### src/sv/fdmm_pkg.sv
// Package for the frame difference motion mask pixel block.
// Holds mode and register codes, stage payload types and shared helpers.
// No dependencies; compiled first.
`default_nettype none

package fdmm_pkg;

    // Motion mode codes
    localparam logic [1:0] MODE_HARD_COLOR  = 2'd0;
    localparam logic [1:0] MODE_HARD_NORMAL = 2'd1;
    localparam logic [1:0] MODE_SOFT_NORMAL = 2'd2;
    localparam logic [1:0] MODE_SOFT_COLOR  = 2'd3;

    // Configuration register indexes
    localparam int unsigned CFG_IDX_W = 3;
    localparam int unsigned CFG_DATA_W = 8;
    localparam logic [CFG_IDX_W-1:0] REG_MODE       = 3'd0;
    localparam logic [CFG_IDX_W-1:0] REG_DIFF_THR   = 3'd1;
    localparam logic [CFG_IDX_W-1:0] REG_LUMA_THR   = 3'd2;
    localparam logic [CFG_IDX_W-1:0] REG_TINT_RED   = 3'd3;
    localparam logic [CFG_IDX_W-1:0] REG_TINT_GREEN = 3'd4;
    localparam logic [CFG_IDX_W-1:0] REG_TINT_BLUE  = 3'd5;

    localparam logic [7:0] ALPHA_FULL = 8'd255;

    typedef struct packed {
        logic [1:0] mode;
        logic [7:0] diff_thr;
        logic [7:0] luma_thr;
        logic [7:0] tint_red;
        logic [7:0] tint_green;
        logic [7:0] tint_blue;
    } cfg_t;

    // Squared distance plus the current pixel, after the front stages
    typedef struct packed {
        logic [17:0] dist_sq;
        logic [7:0]  cur_red;
        logic [7:0]  cur_green;
        logic [7:0]  cur_blue;
        logic        luma_ok;
    } dist_t;

    // Partial root and remainder between root stages
    typedef struct packed {
        logic [17:0] rem;
        logic [7:0]  root;
    } root_t;

    // Motion strength plus the current pixel, after the root stages
    typedef struct packed {
        logic [7:0] strength;
        logic [7:0] cur_red;
        logic [7:0] cur_green;
        logic [7:0] cur_blue;
        logic       luma_ok;
    } strength_t;

    function automatic logic [7:0] abs_diff8(input logic [7:0] a, input logic [7:0] b);
        return (a > b) ? (a - b) : (b - a);
    endfunction

    // One digit of the root of dist/3: keep bit if 3*(k|bit)^2 still fits.
    // 3*(k|bit)^2 - 3*k^2 = 3*((k << (i+1)) + 4^i), taken from the remainder.
    function automatic root_t root_step(input root_t st, input logic [2:0] bit_idx);
        logic [19:0] trial;
        logic [19:0] trial3;
        root_t       res;
        trial  = ({12'd0, st.root} << ({1'b0, bit_idx} + 4'd1))
                 + (20'd1 << {bit_idx, 1'b0});
        trial3 = trial + (trial << 1);
        res    = st;
        if (trial3 <= {2'b00, st.rem})
        begin
            res.rem  = st.rem - trial3[17:0];
            res.root = st.root | (8'd1 << bit_idx);
        end
        return res;
    endfunction

endpackage

`default_nettype wire

### src/sv/fdmm_if.sv
// Stream interfaces of the motion mask block: pixel pair in, mask pixel out.
// Depends on nothing; valid/ready handshake with source and sink modports.
`default_nettype none

interface fdmm_pix_if;
    logic       valid;
    logic       ready;
    logic [7:0] prev_red;
    logic [7:0] prev_green;
    logic [7:0] prev_blue;
    logic [7:0] cur_red;
    logic [7:0] cur_green;
    logic [7:0] cur_blue;

    modport source (
        output valid, prev_red, prev_green, prev_blue, cur_red, cur_green, cur_blue,
        input  ready
    );
    modport sink (
        input  valid, prev_red, prev_green, prev_blue, cur_red, cur_green, cur_blue,
        output ready
    );
endinterface

interface fdmm_mask_if;
    logic       valid;
    logic       ready;
    logic [7:0] out_red;
    logic [7:0] out_green;
    logic [7:0] out_blue;
    logic [7:0] out_alpha;

    modport source (
        output valid, out_red, out_green, out_blue, out_alpha,
        input  ready
    );
    modport sink (
        input  valid, out_red, out_green, out_blue, out_alpha,
        output ready
    );
endinterface

`default_nettype wire

### src/sv/fdmm_front.sv
// Front stages: channel differences and gray check, then squared distance.
// Depends on fdmm_pkg and fdmm_pix_if.
`default_nettype none

module fdmm_front
    import fdmm_pkg::*;
(
    input  wire logic  clk,
    input  wire logic  rst_n,
    fdmm_pix_if.sink   pix,
    input  wire logic [7:0] luma_thr,
    output logic       dist_valid,
    input  wire logic  dist_ready,
    output dist_t      dist_data
);

    logic       a_valid_reg;
    logic       a_ready;
    logic [7:0] dr_reg;
    logic [7:0] dg_reg;
    logic [7:0] db_reg;
    logic [7:0] cr_reg;
    logic [7:0] cg_reg;
    logic [7:0] cb_reg;
    logic       luma_ok_reg;

    logic       b_valid_reg;
    logic       b_ready;
    dist_t      b_data_reg;
    dist_t      b_data_next;

    logic [12:0] gray_sum;
    logic [7:0]  gray;
    logic [15:0] sq_r;
    logic [15:0] sq_g;
    logic [15:0] sq_b;

    // A stage may take new data when empty or when its contents move on
    assign b_ready   = !b_valid_reg || dist_ready;
    assign a_ready   = !a_valid_reg || b_ready;
    assign pix.ready = a_ready;

    // Gray value (11r + 16g + 5b) / 32 of the current pixel
    assign gray_sum = 13'd11 * {5'd0, pix.cur_red}
                    + {1'b0, pix.cur_green, 4'd0}
                    + 13'd5 * {5'd0, pix.cur_blue};
    assign gray = gray_sum[12:5];

    // Valid bits
    always_ff @(posedge clk or negedge rst_n)
    begin
        if (!rst_n)
        begin
            a_valid_reg <= 1'b0;
            b_valid_reg <= 1'b0;
        end
        else
        begin
            if (a_ready)
                a_valid_reg <= pix.valid;
            if (b_ready)
                b_valid_reg <= a_valid_reg;
        end
    end

    // Capture differences and the luma decision
    always_ff @(posedge clk)
    begin
        if (a_ready)
        begin
            dr_reg      <= abs_diff8(pix.prev_red, pix.cur_red);
            dg_reg      <= abs_diff8(pix.prev_green, pix.cur_green);
            db_reg      <= abs_diff8(pix.prev_blue, pix.cur_blue);
            cr_reg      <= pix.cur_red;
            cg_reg      <= pix.cur_green;
            cb_reg      <= pix.cur_blue;
            luma_ok_reg <= (gray >= luma_thr);
        end
    end

    // Squares and their sum
    always_comb
    begin
        sq_r = {8'd0, dr_reg} * {8'd0, dr_reg};
        sq_g = {8'd0, dg_reg} * {8'd0, dg_reg};
        sq_b = {8'd0, db_reg} * {8'd0, db_reg};
        b_data_next.dist_sq   = {2'b00, sq_r} + {2'b00, sq_g} + {2'b00, sq_b};
        b_data_next.cur_red   = cr_reg;
        b_data_next.cur_green = cg_reg;
        b_data_next.cur_blue  = cb_reg;
        b_data_next.luma_ok   = luma_ok_reg;
    end

    always_ff @(posedge clk)
    begin
        if (b_ready)
            b_data_reg <= b_data_next;
    end

    assign dist_valid = b_valid_reg;
    assign dist_data  = b_data_reg;

endmodule

`default_nettype wire

### src/sv/fdmm_root.sv
// Root stages: floor(sqrt(dist/3)) one bit per step, four steps per stage.
// Depends on fdmm_pkg.
`default_nettype none

module fdmm_root
    import fdmm_pkg::*;
(
    input  wire logic  clk,
    input  wire logic  rst_n,
    input  wire logic  dist_valid,
    output logic       dist_ready,
    input  dist_t      dist_data,
    output logic       str_valid,
    input  wire logic  str_ready,
    output strength_t  str_data
);

    localparam int unsigned STEPS_PER_STAGE = 4;

    logic       c_valid_reg;
    logic       c_ready;
    root_t      c_root_reg;
    root_t      c_root_next;
    logic [7:0] c_cr_reg;
    logic [7:0] c_cg_reg;
    logic [7:0] c_cb_reg;
    logic       c_luma_reg;

    logic       d_valid_reg;
    logic       d_ready;
    root_t      d_root_next;
    strength_t  d_data_reg;

    assign d_ready    = !d_valid_reg || str_ready;
    assign c_ready    = !c_valid_reg || d_ready;
    assign dist_ready = c_ready;

    // Upper four root bits
    always_comb
    begin
        c_root_next.rem  = dist_data.dist_sq;
        c_root_next.root = 8'd0;
        for (int i = 0; i < STEPS_PER_STAGE; i++)
        begin
            c_root_next = root_step(c_root_next, 3'(7 - i));
        end
    end

    // Lower four root bits
    always_comb
    begin
        d_root_next = c_root_reg;
        for (int i = 0; i < STEPS_PER_STAGE; i++)
        begin
            d_root_next = root_step(d_root_next, 3'(3 - i));
        end
    end

    // Valid bits
    always_ff @(posedge clk or negedge rst_n)
    begin
        if (!rst_n)
        begin
            c_valid_reg <= 1'b0;
            d_valid_reg <= 1'b0;
        end
        else
        begin
            if (c_ready)
                c_valid_reg <= dist_valid;
            if (d_ready)
                d_valid_reg <= c_valid_reg;
        end
    end

    // Advance payload
    always_ff @(posedge clk)
    begin
        if (c_ready)
        begin
            c_root_reg <= c_root_next;
            c_cr_reg   <= dist_data.cur_red;
            c_cg_reg   <= dist_data.cur_green;
            c_cb_reg   <= dist_data.cur_blue;
            c_luma_reg <= dist_data.luma_ok;
        end
        if (d_ready)
        begin
            d_data_reg.strength  <= d_root_next.root;
            d_data_reg.cur_red   <= c_cr_reg;
            d_data_reg.cur_green <= c_cg_reg;
            d_data_reg.cur_blue  <= c_cb_reg;
            d_data_reg.luma_ok   <= c_luma_reg;
        end
    end

    assign str_valid = d_valid_reg;
    assign str_data  = d_data_reg;

endmodule

`default_nettype wire

### src/sv/fdmm_out.sv
// Output stage: alpha thresholds, colour select, registered mask pixel.
// Depends on fdmm_pkg and fdmm_mask_if.
`default_nettype none

module fdmm_out
    import fdmm_pkg::*;
(
    input  wire logic  clk,
    input  wire logic  rst_n,
    input  cfg_t       cfg,
    input  wire logic  str_valid,
    output logic       str_ready,
    input  strength_t  str_data,
    fdmm_mask_if.source mask
);

    logic       e_valid_reg;
    logic       e_ready;
    logic [7:0] red_reg;
    logic [7:0] green_reg;
    logic [7:0] blue_reg;
    logic [7:0] alpha_reg;
    logic [7:0] red_next;
    logic [7:0] green_next;
    logic [7:0] blue_next;
    logic [7:0] alpha_next;
    logic       soft_mode;
    logic       normal;

    assign e_ready   = !e_valid_reg || mask.ready;
    assign str_ready = e_ready;

    // Decode mode and form the alpha
    always_comb
    begin
        soft_mode = (cfg.mode == MODE_SOFT_NORMAL) || (cfg.mode == MODE_SOFT_COLOR);
        normal    = (cfg.mode == MODE_HARD_NORMAL) || (cfg.mode == MODE_SOFT_NORMAL);
        if (str_data.strength < cfg.diff_thr)
            alpha_next = 8'd0;
        else if (soft_mode)
            alpha_next = str_data.strength;
        else
            alpha_next = ALPHA_FULL;
        if (!str_data.luma_ok)
            alpha_next = 8'd0;
        red_next   = normal ? str_data.cur_red   : cfg.tint_red;
        green_next = normal ? str_data.cur_green : cfg.tint_green;
        blue_next  = normal ? str_data.cur_blue  : cfg.tint_blue;
    end

    always_ff @(posedge clk or negedge rst_n)
    begin
        if (!rst_n)
            e_valid_reg <= 1'b0;
        else if (e_ready)
            e_valid_reg <= str_valid;
    end

    // Hold the result until the sink takes it
    always_ff @(posedge clk)
    begin
        if (e_ready)
        begin
            red_reg   <= red_next;
            green_reg <= green_next;
            blue_reg  <= blue_next;
            alpha_reg <= alpha_next;
        end
    end

    assign mask.valid     = e_valid_reg;
    assign mask.out_red   = red_reg;
    assign mask.out_green = green_reg;
    assign mask.out_blue  = blue_reg;
    assign mask.out_alpha = alpha_reg;

endmodule

`default_nettype wire

### src/sv/frame_diff_motion_mask_pixel.sv
// Top level of the frame difference motion mask pixel block.
// Depends on fdmm_pkg, fdmm_if, fdmm_front, fdmm_root and fdmm_out.
//
//   channel | direction | handshake        | payload
//   pix     | in        | valid/ready      | prev_red/green/blue, cur_red/green/blue
//   mask    | out       | valid/ready      | out_red/green/blue, out_alpha
//   cfg     | in        | cfg_we only      | cfg_index, cfg_data
//
// Five register stages: differences and gray, squared distance, upper root
// bits, lower root bits, alpha and colour. One pixel per clock sustained
// while the sink is ready; each pixel passes through the stages in that
// order. Each stage holds under a stall and fills its own bubble, so nothing
// is lost or repeated. Reset clears valid bits and loads the register
// defaults; no clearing pass.
`default_nettype none

module frame_diff_motion_mask_pixel
    import fdmm_pkg::*;
(
    input  wire logic clk,
    input  wire logic rst_n,
    fdmm_pix_if.sink  pix,
    fdmm_mask_if.source mask,
    input  wire logic cfg_we,
    input  wire logic [CFG_IDX_W-1:0]  cfg_index,
    input  wire logic [CFG_DATA_W-1:0] cfg_data
);

    cfg_t      cfg_reg;
    logic      dist_valid;
    logic      dist_ready;
    dist_t     dist_data;
    logic      str_valid;
    logic      str_ready;
    strength_t str_data;

    // Configuration writes; unknown indexes drop
    always_ff @(posedge clk or negedge rst_n)
    begin
        if (!rst_n)
        begin
            cfg_reg.mode       <= MODE_HARD_COLOR;
            cfg_reg.diff_thr   <= 8'd31;
            cfg_reg.luma_thr   <= 8'd95;
            cfg_reg.tint_red   <= 8'd0;
            cfg_reg.tint_green <= 8'd255;
            cfg_reg.tint_blue  <= 8'd0;
        end
        else if (cfg_we)
        begin
            unique case (cfg_index)
                REG_MODE:       cfg_reg.mode       <= cfg_data[1:0];
                REG_DIFF_THR:   cfg_reg.diff_thr   <= cfg_data;
                REG_LUMA_THR:   cfg_reg.luma_thr   <= cfg_data;
                REG_TINT_RED:   cfg_reg.tint_red   <= cfg_data;
                REG_TINT_GREEN: cfg_reg.tint_green <= cfg_data;
                REG_TINT_BLUE:  cfg_reg.tint_blue  <= cfg_data;
                default:        cfg_reg            <= cfg_reg;
            endcase
        end
    end

    fdmm_front u_front (
        .clk        (clk),
        .rst_n      (rst_n),
        .pix        (pix),
        .luma_thr   (cfg_reg.luma_thr),
        .dist_valid (dist_valid),
        .dist_ready (dist_ready),
        .dist_data  (dist_data)
    );

    fdmm_root u_root (
        .clk        (clk),
        .rst_n      (rst_n),
        .dist_valid (dist_valid),
        .dist_ready (dist_ready),
        .dist_data  (dist_data),
        .str_valid  (str_valid),
        .str_ready  (str_ready),
        .str_data   (str_data)
    );

    fdmm_out u_out (
        .clk        (clk),
        .rst_n      (rst_n),
        .cfg        (cfg_reg),
        .str_valid  (str_valid),
        .str_ready  (str_ready),
        .str_data   (str_data),
        .mask       (mask)
    );

endmodule

`default_nettype wire

### src/flat_wrapper.sv
// flat-port wrapper written by rule: the top's interface ports become plain ports
module frame_diff_motion_mask_pixel_flat import fdmm_pkg::*;
  (clk, rst_n, cfg_we, cfg_index, cfg_data, pix_valid, pix_prev_red, pix_prev_green, pix_prev_blue, pix_cur_red, pix_cur_green, pix_cur_blue, pix_ready, mask_valid, mask_out_red, mask_out_green, mask_out_blue, mask_out_alpha, mask_ready);
  fdmm_pix_if pix_i ();
  fdmm_mask_if mask_i ();
  input  wire logic clk;
  input  wire logic rst_n;
  input  wire logic cfg_we;
  input  wire logic [CFG_IDX_W-1:0] cfg_index;
  input  wire logic [CFG_DATA_W-1:0] cfg_data;
  input wire logic [$bits(pix_i.valid)-1:0] pix_valid;
  input wire logic [$bits(pix_i.prev_red)-1:0] pix_prev_red;
  input wire logic [$bits(pix_i.prev_green)-1:0] pix_prev_green;
  input wire logic [$bits(pix_i.prev_blue)-1:0] pix_prev_blue;
  input wire logic [$bits(pix_i.cur_red)-1:0] pix_cur_red;
  input wire logic [$bits(pix_i.cur_green)-1:0] pix_cur_green;
  input wire logic [$bits(pix_i.cur_blue)-1:0] pix_cur_blue;
  output wire logic [$bits(pix_i.ready)-1:0] pix_ready;
  output wire logic [$bits(mask_i.valid)-1:0] mask_valid;
  output wire logic [$bits(mask_i.out_red)-1:0] mask_out_red;
  output wire logic [$bits(mask_i.out_green)-1:0] mask_out_green;
  output wire logic [$bits(mask_i.out_blue)-1:0] mask_out_blue;
  output wire logic [$bits(mask_i.out_alpha)-1:0] mask_out_alpha;
  input wire logic [$bits(mask_i.ready)-1:0] mask_ready;
  assign pix_i.valid = pix_valid;
  assign pix_i.prev_red = pix_prev_red;
  assign pix_i.prev_green = pix_prev_green;
  assign pix_i.prev_blue = pix_prev_blue;
  assign pix_i.cur_red = pix_cur_red;
  assign pix_i.cur_green = pix_cur_green;
  assign pix_i.cur_blue = pix_cur_blue;
  assign pix_ready = pix_i.ready;
  assign mask_valid = mask_i.valid;
  assign mask_out_red = mask_i.out_red;
  assign mask_out_green = mask_i.out_green;
  assign mask_out_blue = mask_i.out_blue;
  assign mask_out_alpha = mask_i.out_alpha;
  assign mask_i.ready = mask_ready;
  frame_diff_motion_mask_pixel u_core (.clk(clk), .rst_n(rst_n), .pix(pix_i), .mask(mask_i), .cfg_we(cfg_we), .cfg_index(cfg_index), .cfg_data(cfg_data));
endmodule
### config.mk
export PLATFORM = sky130hd
export DESIGN_NAME = frame_diff_motion_mask_pixel_flat
export DESIGN_NICKNAME = d
export VERILOG_FILES = /design/src/sv/fdmm_pkg.sv /design/src/sv/fdmm_if.sv /design/src/sv/fdmm_front.sv /design/src/sv/fdmm_root.sv /design/src/sv/fdmm_out.sv /design/src/sv/frame_diff_motion_mask_pixel.sv /design/src/flat_wrapper.sv
export SDC_FILE = /design/constraint.sdc
export NUM_CORES = 1
export LEC_CHECK = 0
export BUFFER_PORTS_ARGS = -buffer_cell sky130_fd_sc_hd__buf_4
export CAP_MARGIN = 40
export CORE_MARGIN = 2
export CORE_UTILIZATION = 25
export CTS_BUF_LIST = sky130_fd_sc_hd__clkbuf_16
export DETAILED_ROUTE_END_ITERATION = 16
export GPL_TIMING_DRIVEN = 0
export HOLD_SLACK_MARGIN = 0.02
export PLACE_DENSITY_LB_ADDON = 0.3
export SLEW_MARGIN = 20
export SYNTH_ARGS = -nofsm -noshare
export SYNTH_HDL_FRONTEND = slang
export SYNTH_HIERARCHICAL = 1
export SYNTH_SLANG_ARGS = --single-unit
### constraint.sdc
create_clock -name clk -period 22.5 [get_ports clk]
set_input_delay 4.5 -clock clk [delete_from_list [all_inputs] [get_ports clk]]
set_output_delay 4.5 -clock clk [all_outputs]
set_load 0.01 [all_outputs]
==> qor.csv, run 1 <==
stage;metric;value;unit
detailed_routing;DRT Wirelength;49640;um
detailed_routing;Routed Antenna Nets;0;
detailed_routing;1st-iter DRT viols;630;
synth;top post-synthesis cells by count;inv_1, ha_1, edfxtp_1, fa_1, nand2_1;
clock_network;count of hold-fix buffers inserted at cts;0;
sta;post-route minimum period;12220;ps
clock_network;CTS H-tree depth;1;
global_routing;initial antenna violation count;0;
synth;Mapped Cells;1946;
synth;dominant cell type by area after synthesis;edfxtp_1;
detailed_routing;wire per inst;15.27;um
min_path;Worst Hold Class;reg2reg;
synth;Yosys top cell area share;28.44;%
synth;Post-synth ARST share;18.73;%
detailed_routing;DRC Markers;0;
sta;Setup violations, final;0;
run;max-cap violation count;0;
global_routing;gr ovfl total;0;
clock_network;clock buffer count from CTS;29;
synth;Netlist cell types;104;
floorplan;initial core utilization;25.25;%
outcome;status;finished, final reports clean;
layout;Final nets;2560;
floorplan;IO Count;98;
clock_network;Max Root-Sink Buffers;3;
placed_design;DP HPWL;40970;um
setup_path;Worst setup SP type;flop;
layout;fraction of layout cells with a size suffix above 1;14.81;%
global_routing;first-pass GRT wire length;79910;um
synth;Area contributors post-synth;edfxtp_1, fa_1, ha_1, inv_1, mux2_2;
min_path;min-delay src;u_core/u_front/cg_reg[5];
synth;most frequent cell after synthesis;inv_1;
global_routing;number of global-route vias before repair;14900;
clock_network;CTS tree;done;
sta;Slew Limit Fails;0;
setup_path;Crit Path Class;reg2reg;
global_routing;overall routing resource usage;11.09;%
layout;fillers;8791;
layout;area grow syn2layout;15.59;%
sta;Setup TNS;0;ps
sta;Slew @ Worst Pin;687.1;ps
setup_path;crit path buf inv count;9;
floorplan;Rows;107;
clock_network;Worst-path clk slew;60;ps
detailed_routing;vias per inst;4.354;
detailed_routing;total number of vias;14150;
setup_path;Setup crit end kind;flop;
synth;Synth Flop Type;edfxtp_1;
clock_network;clk sinks;251;
setup_path;Critical-path top delay cell;clkbuf_1;
sta;final hold vios;0;
synth;number of flops mapped to enable cells by yosys;204;
clock_network;CTS root buf;clkbuf_16;
sta;f_max;81.81;MHz
setup_path;Required @ worst endpoint;22770;ps
layout;Largest register FFs;43;
clock_network;setup repair bufs after CTS;0;
synth;Seq/Total Area, Yosys;34.01;%
placed_design;Port Buffers;97;
global_routing;largest net degree at the start of global routing;48;
layout;antenna cells;0;
synth;Net Count, Synth;2423;
setup_path;Crit path top cell by count;ha_1;
floorplan;DIE WIDTH;297.5;um
synth;Post-Syn Area;21540;um^2
sta;relative max-transition margin;54.05;%
clock_network;Clock Latency Late Sink;570;ps
floorplan;die area;88510;um^2
synth;Synth Warn #;6;
synth;post-synthesis register bit count;251;
setup_path;crit-path max FO;13;
floorplan;Core Area;85280;um^2
setup_path;cell family with most CP delay;adder cells;
floorplan;Die Ht;297.5;um
setup_path;Critical Path Start;u_core/u_root/c_root_reg[5];
synth;Mapped Avg Cell Area;11.07;um^2
detailed_routing;Pre-antenna DRT Iters;7;
sta;period utilisation layout;54.32;%
setup_path;crit path DAT;12490;ps
sta;RSZ-0062 raised after global routing;no;
clock_network;Post-CTS Resized;0;
placed_design;routability congestion estimate;0.8384;
sta;clock skew;17.17;ps
setup_path;r2r startpoint;u_core/u_root/c_root_reg[5];
setup_path;largest stage delay on the critical path;520;ps
-- layout by cell type, fill, tap and decap left out, types with 13 or more instances in the layout --
master,n
dfstp_2,19
ha_1,245
a21o_1,32
o21ai_1,13
nand3_1,16
buf_4,101
a21oi_1,74
xnor2_1,59
clkbuf_16,29
nor2b_1,24
nand2b_1,29
o21a_1,15
a31oi_1,15
clkbuf_1,13
nor3_1,18
xor2_1,33
edfxtp_1,204
mux2_2,68
o21ai_0,64
dfrtp_1,28
nand4_1,13
mux2i_1,27
and2_1,61
nor2_1,54
fa_1,168
inv_1,358
nand2_1,97
-- layer usage --
layer  GRT usage [%]  wire length, um  vias up  part of all wire (%)
met5               0                0        -                     0
met4           2.670             1010        0                   2.0
met3          0.9568             1317       69                   2.7
met2           19.27            24230      211                    49
met1           14.85            23090     6976                    47
li1                -                -     6895                     -
-- metrics by stage --
stage | area (um^2) | utilization (%) | hold WS (ps) | setup slack [ps] | cells
after floorplan | 21540 | - | 400.3 | 9721 | 1946
after global placement | 23700 | 27.79 | 401.8 | 7161 | 3187
after detailed placement | 23850 | 27.97 | 404.5 | 10350 | 3196
after CTS | 24900 | 29.19 | 416.9 | 10280 | 3250
after global routing | 24900 | 29.19 | 418.4 | 9396 | 3250
final | 24900 | 29.19 | 412.3 | 10280 | 3250
-- logic make-up (layout without fill, tap and decap cells) --
logic type	Yosys count	in the layout	synth area share, %
buffers and inverters	393	553	7.140
AO/OA/AOI/OAI	312	312	10.16
multiplexers	98	98	4.996
AND/OR/NAND/NOR	386	386	9.969
XOR/XNOR	93	93	3.869
flip-flops	251	251	34.02
adder cells (fa/ha/maj)	413	413	29.85
-- layout make-up --
| class | count | area (um^2) | share of cell area (%) |
|---|---|---|---|
| clock buffers | 29 | 725.7 | 2.915 |
| plain buffers | 34 | 187.7 | 0.7539 |
| repair buffers | 106 | 874.6 | 3.513 |
| inverters | 359 | 1350 | 5.423 |
| multi-input cells | 1302 | 12680 | 50.94 |
| clock inverters | 25 | 319.1 | 1.282 |
| well taps | 1144 | 1431 | 5.750 |
| flip-flops and latches | 251 | 7326 | 29.43 |
-- final timing paths --
path | endpoint | slack, ps | cells after the start
max in group asynchronous | u_core/u_front/a_valid_reg | 18110 | 1
max | u_core/u_root/str_data[25] | 10280 | 51
min reg2reg | u_core/u_front/dist_data[14] | 410 | 0
max reg2reg | u_core/u_root/str_data[25] | 10280 | 51
min | u_core/u_front/dist_data[14] | 410 | 0
min in group asynchronous | u_core/cfg_reg[23] | 3950 | 1
Power of run 1 is left out: the tool's default activity adds up to more than one toggle a clock period on the data nets, which glitch-free logic cannot reach.
==> run 2: changes to the inputs <==
--- a/config.mk
+++ b/config.mk
@@ -5,6 +5,7 @@
 export SDC_FILE = /design/constraint.sdc
 export NUM_CORES = 1
 export LEC_CHECK = 0
+export ABC_AREA = 1
 export BUFFER_PORTS_ARGS = -buffer_cell sky130_fd_sc_hd__buf_4
 export CAP_MARGIN = 40
 export CORE_MARGIN = 2
==> constraint.sdc (replaced) <==
create_clock -name clk -period 9.9 [get_ports clk]
set_input_delay 1.98 -clock clk [delete_from_list [all_inputs] [get_ports clk]]
set_output_delay 1.98 -clock clk [all_outputs]
set_load 0.01 [all_outputs]
==> qor.csv, run 2 <==
stage;metric;value;unit
outcome;status;finished, final reports clean;
min_path;min-delay src;u_core/u_front/cr_reg[4];
detailed_routing;total number of vias;16310;
layout;commonest non-fill, non-tap cell in the layout;nand2_1;
setup_path;largest stage delay on the critical path;550;ps
placed_design;dpl cell area;25260;um^2
setup_path;Setup crit end kind;flop;
layout;finished layout cell area;26580;um^2
setup_path;Required @ worst endpoint;10340;ps
detailed_routing;DRC Markers;0;
floorplan;DIE WIDTH;306.6;um
detailed_routing;vias per inst;4.097;
synth;Netlist cell types;60;
clock_network;count of hold-fix buffers inserted at cts;0;
floorplan;die area;94030;um^2
placed_design;Post-Place Worst Slack;-982.9;ps
clock_network;Worst-path clk slew;60;ps
layout;Largest register FFs;43;
placed_design;routability congestion estimate;0.8258;
global_routing;overall routing resource usage;11.50;%
sta;final hold vios;0;
synth;Seq/Total Area, Yosys;31.99;%
global_routing;gr ovfl total;0;
setup_path;Critical-path top delay cell;or4_4;
setup_path;crit-path max FO;11;
setup_path;Critical Path Start;u_core/u_root/c_root_reg[5];
setup_path;crit path DAT;9880;ps
detailed_routing;wire per inst;13.29;um
sta;clock skew;10.57;ps
detailed_routing;Routed Antenna Nets;0;
synth;Net Count, Synth;3089;
synth;Post-synth ARST share;18.73;%
sta;Setup violations, final;0;
synth;post-synthesis register bit count;251;
layout;fraction of layout cells with a size suffix above 1;13.56;%
layout;highest-count cells in the layout ignoring fill and taps;nand2_1, inv_1, ha_1;
layout;area grow syn2layout;16.06;%
clock_network;clk sinks;251;
sta;Slew @ Worst Pin;692.2;ps
clock_network;CTS root buf;clkbuf_16;
synth;top post-synthesis cells by count;nand2_1, inv_1, ha_1, edfxtp_1, fa_1;
layout;Final nets;3248;
floorplan;initial core utilization;25.09;%
sta;period utilisation layout;95.33;%
floorplan;Die Ht;306.6;um
min_path;Worst Hold Class;reg2reg;
detailed_routing;1st-iter DRT viols;710;
sta;post-route minimum period;9438;ps
floorplan;Rows;111;
synth;number of flops mapped to enable cells by yosys;204;
layout;area of the multi-input gates;13260;um^2
setup_path;FF-to-FF path depth;52;
sta;Slew Limit Fails;0;
floorplan;Core Area;91250;um^2
synth;Mapped Cells;2612;
sta;Min Hold Slack;414.8;ps
run;max-cap violation count;0;
clock_network;clock buffer count from CTS;30;
synth;Post-Syn Area;22900;um^2
global_routing;initial antenna violation count;0;
synth;dominant cell type by area after synthesis;edfxtp_1;
synth;most frequent cell after synthesis;nand2_1;
synth;Area contributors post-synth;edfxtp_1, fa_1, ha_1, nand2_1, inv_1;
synth;Synth Flop Type;edfxtp_1;
synth;Yosys top cell area share;26.75;%
sta;final setup margin;462.4;ps
setup_path;Worst setup SP type;flop;
min_path;Min-Delay Path Depth;0;
floorplan;IO Count;98;
setup_path;Crit path top cell by count;ha_1;
clock_network;Max Root-Sink Buffers;3;
detailed_routing;Pre-antenna DRT Iters;5;
synth;Synth Warn #;6;
placed_design;DP HPWL;43790;um
sta;f_max;106.0;MHz
sta;relative max-transition margin;53.46;%
layout;antenna cells;0;
detailed_routing;DRT Wirelength;52900;um
setup_path;register-to-register setup slack;460;ps
global_routing;first-pass GRT wire length;87150;um
layout;fillers;9675;
setup_path;Crit Path Class;reg2reg;
global_routing;largest net degree at the start of global routing;50;
layout;register area;7326;um^2
clock_network;Clock Latency Late Sink;580;ps
placed_design;Port Buffers;97;
global_routing;number of global-route vias before repair;16600;
clock_network;CTS H-tree depth;1;
synth;Mapped Avg Cell Area;8.767;um^2
clock_network;CTS tree;done;
setup_path;r2r startpoint;u_core/u_root/c_root_reg[5];
-- run 2: cell count changes after synthesis, moves of 59 or more --
| cell | before | now |
|---|---|---|
| nand2_1 | 97 | 649 |
| inv_1 | 356 | 577 |
| nand3_1 | 16 | 129 |
| mux2_2 | 68 | 4 |
| nor2_1 | 54 | 114 |
| and2_1 | 61 | 2 |
-- run 2: path summary, 6_finish.rpt --
kind / to
setup / recovery: u_core/u_root/str_data[25]
hold / removal: u_core/u_front/dist_data[21]
setup reg to reg: u_core/u_root/str_data[25]
hold reg to reg: u_core/u_front/dist_data[21]
max in group asynchronous: u_core/u_root/c_valid_reg
min in group asynchronous: u_core/cfg_reg[18]
-- run 2: critical path: cells and delay by family (launching register included) --
kind            cells  cell delay, ps
compound gates     11            1730
xor+xnor            3             540
fa+ha+maj          11            3260
buf+inv            10            1080
flops               1             470
simple gates       17            2200
-- run 2: cell type report --
type	instances	share of cell area, %
multi-input cells	1728	49.89
well taps	1186	5.584
inverters	594	8.427
clock inverters	25	0.7203
flip-flops and latches	251	27.57
repair buffers	129	3.950
clock buffers	31	2.919
plain buffers	37	0.9416
-- run 2: metal layers --
| layer | up-vias | share of wire, % | global-route usage [%] |
|---|---|---|---|
| met2 | 168 | 47 | 20.05 |
| met1 | 7630 | 48 | 15.34 |
| met3 | 60 | 2.6 | 1.289 |
| met5 | - | 0 | 0 |
| li1 | 8451 | - | - |
| met4 | 0 | 2.1 | 2.428 |
-- run 2: kinds of logic after synthesis --
family	share of synthesized area, %
muxes	1.552
and+or+nand+nor	19.70
AOI/OAI and AO/OA	4.929
adders and majority gates	28.07
DFF	31.99
buffers and inverters	10.81
xor gates and xnor gates	2.940
-- run 2: repair_timing --
action	CTS	global route
resized for setup	15	23
buffers inserted	8	19
endpoints found under the setup margin	1	1
pin swaps	4	15
-- run 2: stage by stage --
step | util (%) | std cells | TNS, ps
floorplan | - | 2612 | 0
global placement | 27.52 | 3895 | -1444
detailed placement | 27.68 | 3900 | -982.9
CTS | 28.87 | 3962 | 0
global route | 29.13 | 3981 | -24.42
finish | 29.13 | 3981 | 0
Power of run 2 is left out for the same reason.
